`src/hw/rtl/assert_macros.svh`:
```
// Assertion macros shared by the RTL files.
`ifndef ASSERT_MACROS_SVH
`define ASSERT_MACROS_SVH
`ifndef SYNTHESIS
`define ASSERT_IMPLIES(label, clk, rst_n, a, b) \
	label: assert property (@(posedge clk) disable iff (!rst_n) (a) |-> (b)) \
		else $error("assertion failed");
`define ASSERT_NEXT(label, clk, rst_n, a, b) \
	label: assert property (@(posedge clk) disable iff (!rst_n) (a) |=> (b)) \
		else $error("assertion failed");
`else
`define ASSERT_IMPLIES(label, clk, rst_n, a, b)
`define ASSERT_NEXT(label, clk, rst_n, a, b)
`endif
`endif

```
`src/hw/rtl/kcq_pkg.sv`:
```
// ----------------------------------------------------------------------------
// kcq_pkg
// Shared types and constants of the k-clique search block.
// ----------------------------------------------------------------------------
`timescale 1ns / 1ps
`default_nettype none
package kcq_pkg;
	localparam int MAX_VERTICES_DEF = 64;
	localparam int MAX_CLIQUE_DEF = 16;
	localparam int CFG_W = 7;
	localparam int KW = 5;
	localparam int VW = 7;
	localparam logic [VW-1:0] DEG_CAP = 7'd127;
	localparam logic CFG_CLIQUE_SIZE = 1'b0;
	localparam logic CFG_VERTEX_COUNT = 1'b1;
	localparam logic KIND_EDGE = 1'b0;
	localparam logic KIND_SEARCH = 1'b1;

	typedef struct packed {
		logic       kind;
		logic [VW-1:0] a;
		logic [VW-1:0] b;
	} cmd_t;

	typedef enum logic [2:0] {
		ST_IDLE,
		ST_EDGE1,
		ST_EDGE2,
		ST_CHECK,
		ST_WAITRD,
		ST_BACK,
		ST_DONE
	} state_t;
endpackage
`default_nettype wire

```
`src/hw/rtl/kcq_front.sv`:
```
// ----------------------------------------------------------------------------
// kcq_front
// Accepts input words and queues them as commands for the search engine.
// ----------------------------------------------------------------------------
`timescale 1ns / 1ps
`default_nettype none
`include "assert_macros.svh"
module kcq_front (
	input  wire logic          clk,
	input  wire logic          arst_n,
	input  wire logic          in_valid,
	output logic               in_ready,
	input  wire kcq_pkg::cmd_t in_cmd,
	output logic               q_valid,
	input  wire logic          q_ready,
	output kcq_pkg::cmd_t      q_cmd
);
	kcq_pkg::cmd_t mem_q [2];
	logic [1:0] cnt_q;
	logic       wp_q, rp_q;
	logic       push, pop;

	assign in_ready = (cnt_q != 2'd2);
	assign q_valid = (cnt_q != 2'd0);
	assign q_cmd = mem_q[rp_q];
	assign push = in_valid && in_ready;
	assign pop = q_valid && q_ready;

	always_ff @(posedge clk) begin
		if (push) begin
			mem_q[wp_q] <= in_cmd;
		end
	end

	always_ff @(posedge clk or negedge arst_n) begin
		if (!arst_n) begin
			cnt_q <= 2'd0;
			wp_q <= 1'b0;
			rp_q <= 1'b0;
		end else begin
			if (push) wp_q <= !wp_q;
			if (pop) rp_q <= !rp_q;
			cnt_q <= cnt_q + {1'b0, push} - {1'b0, pop};
		end
	end

	`ASSERT_IMPLIES(a_cnt_range, clk, arst_n, 1'b1, cnt_q <= 2'd2)
	`ASSERT_NEXT(a_full_no_push, clk, arst_n, cnt_q == 2'd2 && !pop, cnt_q == 2'd2)
	`ASSERT_IMPLIES(a_empty_ptr, clk, arst_n, cnt_q == 2'd0, wp_q == rp_q)
endmodule
`default_nettype wire

```
`config.mk`:
```
export PLATFORM = sky130hd
export DESIGN_NAME = kcq_front
export DESIGN_NICKNAME = d
export VERILOG_FILES = /design/src/hw/rtl/kcq_pkg.sv /design/src/hw/rtl/kcq_front.sv
export VERILOG_INCLUDE_DIRS = /design/src /design/src/hw/rtl
export SDC_FILE = /design/constraint.sdc
export NUM_CORES = 1
export LEC_CHECK = 0
export ABC_AREA = 1
export BUFFER_PORTS_ARGS = -buffer_cell sky130_fd_sc_hd__buf_2
export CORE_AREA = 3 3 56 58
export CTS_CLUSTER_DIAMETER = 30
export DETAILED_ROUTE_END_ITERATION = 8
export DIE_AREA = 0 0 59 61
export PLACE_DENSITY = 0.76
export REMOVE_ABC_BUFFERS = 1
export SLEW_MARGIN = 30
export SYNTH_ARGS = -nofsm -noshare
export SYNTH_HDL_FRONTEND = slang
export SYNTH_SLANG_ARGS = --single-unit
```
`constraint.sdc`:
```
create_clock -name clk -period 1.9 [get_ports clk]
set_input_delay 0.19 -clock clk [delete_from_list [all_inputs] [get_ports clk]]
set_output_delay 0.19 -clock clk [all_outputs]
set_load 0.02 [all_outputs]
```
# --- After elaboration in Yosys (flattened, before gate mapping) ---
# Memories as Yosys holds them, arrays and structs flattened.
# Index checks and enable logic that the tools add are counted.
classes:
  add_sub_neg: 2
  n_eq_ne: 1
  n_mux: 2
  reduce_logical: 5
op_table:
  columns: ["cell", "count"]
  rows:
  - ["adder 2 x 1 -> 2 bit", 1]
  - ["logical AND 1 bit", 2]
  - ["logical NOT 1 bit", 2]
  - ["two-way mux 1 bit", 2]
  - ["!= test 2 bit (second input constant)", 1]
  - ["nonzero test 2 bit", 1]
  - ["subtractor 2 x 1 -> 2 bit", 1]
word_totals:
  reg_bits: 4
  mem_bits_rw: 30
  input_bits: 19
  output_inout_bits: 17
  memories: 1
memory_table:
  columns: ["memory", "words", "width", "read_ports", "rd_clocked_by_memory_dff", "wr", "line_no", "rtl"]
  rows:
  - ["mem_q", 2, 15, 1, 0, 1, "kcq_front.sv:18", "kcq_pkg::cmd_t mem_q [2];"]

# --- Logic depth before layout (Yosys ltp) ---
depth:
  depth_word: 4
  ltp_mapped: 12
  ltp_nobuf: 12

# --- Worst setup path before layout ---
# No wires, ideal clock.
synth_path:
  path_kind: "register -> register"
  start: "register cnt_q[1]"
  end: "memory mem_q[0][0] (netlist name) (enable)"
  setup_ns: 0.386
  arrival_time_ns: 1.330
  setup_slack_ns: 0.184
  path_stages_with_launch: 4
  path_buffers: 0
  synth_period_minus_slack_ns: 1.716
  path_cell_list: "dfrtp_1 nand2_2 nand2_2 nor2_1"
synth_between:
  elab_chain_len: 4
synth_lines:
  columns: ["element", "line_no", "rtl"]
  rows:
  - ["start: declaration", "kcq_front.sv:19", "logic [1:0] cnt_q;"]
  - ["start signal: assignment", "kcq_front.sv:43", "cnt_q <= cnt_q + {1'b0, push} - {1'b0, pop};"]
  - ["!= test 2 bit", "kcq_front.sv:23", "assign in_ready = (cnt_q != 2'd2);"]
  - ["named net in_ready", "kcq_front.sv:12", "output logic in_ready,"]
  - ["logical AND 1 bit", "kcq_front.sv:26", "assign push = in_valid && in_ready;"]
  - ["two-way mux 1 bit", "kcq_front.sv:30", "if (push) begin"]
  - ["two-way mux 1 bit (not written as such)", "kcq_front.sv:31", "mem_q[wp_q] <= in_cmd;"]
  - ["end: declaration", "kcq_front.sv:18", null]
# The timed path passes the listed nets, and every way through them passes these cells.

==> run metrics <==
Post-DRT Antenna Nets=0; Root Driver=clkbuf_4; via count=around 900; Top-Level Pins=36; outcome=finished clean; DRT iter0 DRCs=30; Hold WS=around 0.031 ns; synthesized flop and latch total=34; Slew @ Worst Pin=0.2087 ns; Rel. slew slack=0.8599; first-pass GRT wire length=3677 um; CP startpoint=rp_q$_DFFE_PN0P_; post-DP HPWL=1688 um; final instance area=1624 um2; Finished Layout Cells=186; vias in the first global route=820; Final Hold Vio Count=0; Stages on worst setup path=4; max_cap viols=0; initial antenna violation count=0; Fill cells=231; DR WL/cell=roughly 13 um; worst path bufs/invs=2; Setup CP Type=register to output pin; endpoint class of the critical path=output pin; overall routing resource usage=0.1492; XOR/XNOR Fraction of Synth Area=0.006616; CTS clk-pin slew, worst paths=roughly 0.1 ns; Port Buffer Count=35; Synth-to-Final Area Change=22.68%; mux cell area share after synthesis=0; core area=2710 um2; layout cells sized above 1=0.3290; family with the most delay on the worst path=flip-flops; CTS tree=built; R2R cell count=11; synthesized area=1324 um2; post-synthesis adder-cell area fraction=0.009452; Initial Util=0.4885; largest family of logic cells by synthesized area=simple AND/OR/NAND/NOR gates; f_max=659.0 MHz; Critical R2R Launch=cnt_q[1]$_DFF_PN0_; number of core rows=19; HP Class=input pin to register; final setup violation count=0; die width=59 um; CP Launch Type=register; Final Cycle Share=0.7986; Area after DPL=between 1500 and 2000 um2; Leak=0.7451 nW; post-synthesis sequential area ratio=0.7561; clk sink count=34; RSZ-0062 raised after global routing=no; H-tree Lvls=2; pin count of the biggest net entering global routing=17; Overflow after GRT=0; skew final=0.01121 ns; maximum clock path buffer count=2; worst reg-to-reg setup slack=between 0.4 and 0.5 ns; antenna diode count=0; P per Cell Area=1570 nW/um2; final net count=174; Die ar.=approximately 3600 um2; critical path data required time=~1.7 ns; maximum vdd drop=roughly 1000 uV; CTS Buf Count=5; crit path time final=roughly 1.5 ns; number of remaining DRC errors=0; mean post-synth cell area=12.03 um2; critical path's slowest cell=dfrtp_1; Post-Synth Simple-Gate Area=0.1805; commonest non-fill, non-tap cells in the layout=nand2_1 (52), buf_2 (35), edfxtp_1 (30); Worst path most repeated cell=nand2_1; Final TNS setup=0 ns; worst skew pair latency=0.34 ns; compound-cell area share of the yosys netlist=0.007561; chip height=61 um; R2R Path End=cnt_q[1]$_DFF_PN0_; area of the multi-input gates=270.3 um2; Gate Count Post-Synth=110; WP data arrival=1.33 ns; DRT Pass-1 Iters=4; CP Cell Sequence=buf_4 > nand2_1 > nand2_1 > buf_2; Routed WL=between 2000 and 2500 um; via/cell ratio=just under 5; Power, Total=2.550 mW; CP endpoint=q_cmd[13]; Yosys cell types=16; most common cell after layout, fill and taps aside=nand2_1; Inst Count DP=around 180; FF/Latch Area=between 1000 and 1500 um2; Ys Warns=0; Max Slew Vio Count=0; Placer Congestion=0.7121; post-cts sizing count=0; slowest stage delay, CP=0.46 ns; crit path max fanout=12
-- sequential cells by signal, indices dropped and copies added, names as in the netlist --
signal  cells
mem_q      30
cnt_q       2
rp_q        1
wp_q        1
-- worst min path at each step --
| stage | from | to | depth (start not counted) | slack [ns] |
|---|---|---|---|---|
| final | in_cmd[0] | mem_q[1][0]$_DFFE_PP_ | 1 | 0.03 |
| after global routing | in_cmd[0] | mem_q[0][0]$_DFFE_PP_ | 1 | 0.0009 |
| after CTS | in_cmd[11] | mem_q[0][11]$_DFFE_PP_ | 1 | 0.007 |
| after detailed placement | arst_n | cnt_q[0]$_DFF_PN0_ | 1 | 0.002 |
| after global placement | arst_n | cnt_q[0]$_DFF_PN0_ | 1 | -0.0004 |
| after floorplan | arst_n | cnt_q[0]$_DFF_PN0_ | 0 | -0.11 |
-- logic make-up (layout without fill, tap and decap cells) --
group,Yosys count,in the layout
AOI/OAI and AO/OA,2,2
adders and majority gates,1,1
buffers and inverters,11,56
and+or+nand+nor,61,61
DFF,34,34
xor gates and xnor gates,1,1
-- layout make-up --
| class | count | share of cell area |
|---|---|---|
| Timing Repair Buffer | 40 | 0.1341 |
| Tap cell | 31 | 0.02388 |
| Clock inverter | 2 | 0.007704 |
| Inverter | 8 | 0.02003 |
| Clock buffer | 6 | 0.03159 |
| Sequential cell | 34 | 0.6163 |
| Multi-Input combinational cell | 65 | 0.1664 |
-- Yosys cell counts, drive strengths merged --
cell    number  share of area
a21oi        1         0.0038
buf          3          0.015
dfrtp        4          0.076
edfxtp      30           0.68
ha           1         0.0095
inv          8          0.025
nand2       54           0.16
nand3        2         0.0076
nor2         5          0.016
o21ai        1         0.0038
xor2         1         0.0066
-- report_power, final --
part           internal, mW  switching [mW]  total, mW
sequential             1.03          0.0890       1.12
clock                 0.178           0.240      0.417
combinational         0.317           0.698       1.02
total                  1.52            1.03       2.55
-- metrics by stage --
step,setup slack [ns],util
2_1_floorplan,0.1841,-
3_3_place_gp,0.6025,0.5683
3_5_place_dp,0.4605,0.5683
4_1_cts,0.3339,0.5956
5_1_grt,0.2727,0.5993
6_report,0.3826,0.5993
-- per-layer routing --
layer / track usage / wire, um / vias to the layer above
li1: - / - / 445
met2: 0.2445 / 1203 / 36
met4: 0.09709 / 71 / 0
met5: 0 / 0 / -
met3: 0.06809 / 191 / 8
met1: 0.1550 / 910 / 414
-- what timing repair did --
| action | CTS | global route |
|---|---|---|
| buffers inserted | 0 | 0 |
| hold endpoints to repair | 4 | 2 |
| hold buffers | 1 | 1 |
No activity file was read; power rests on OpenSTA's default activity.
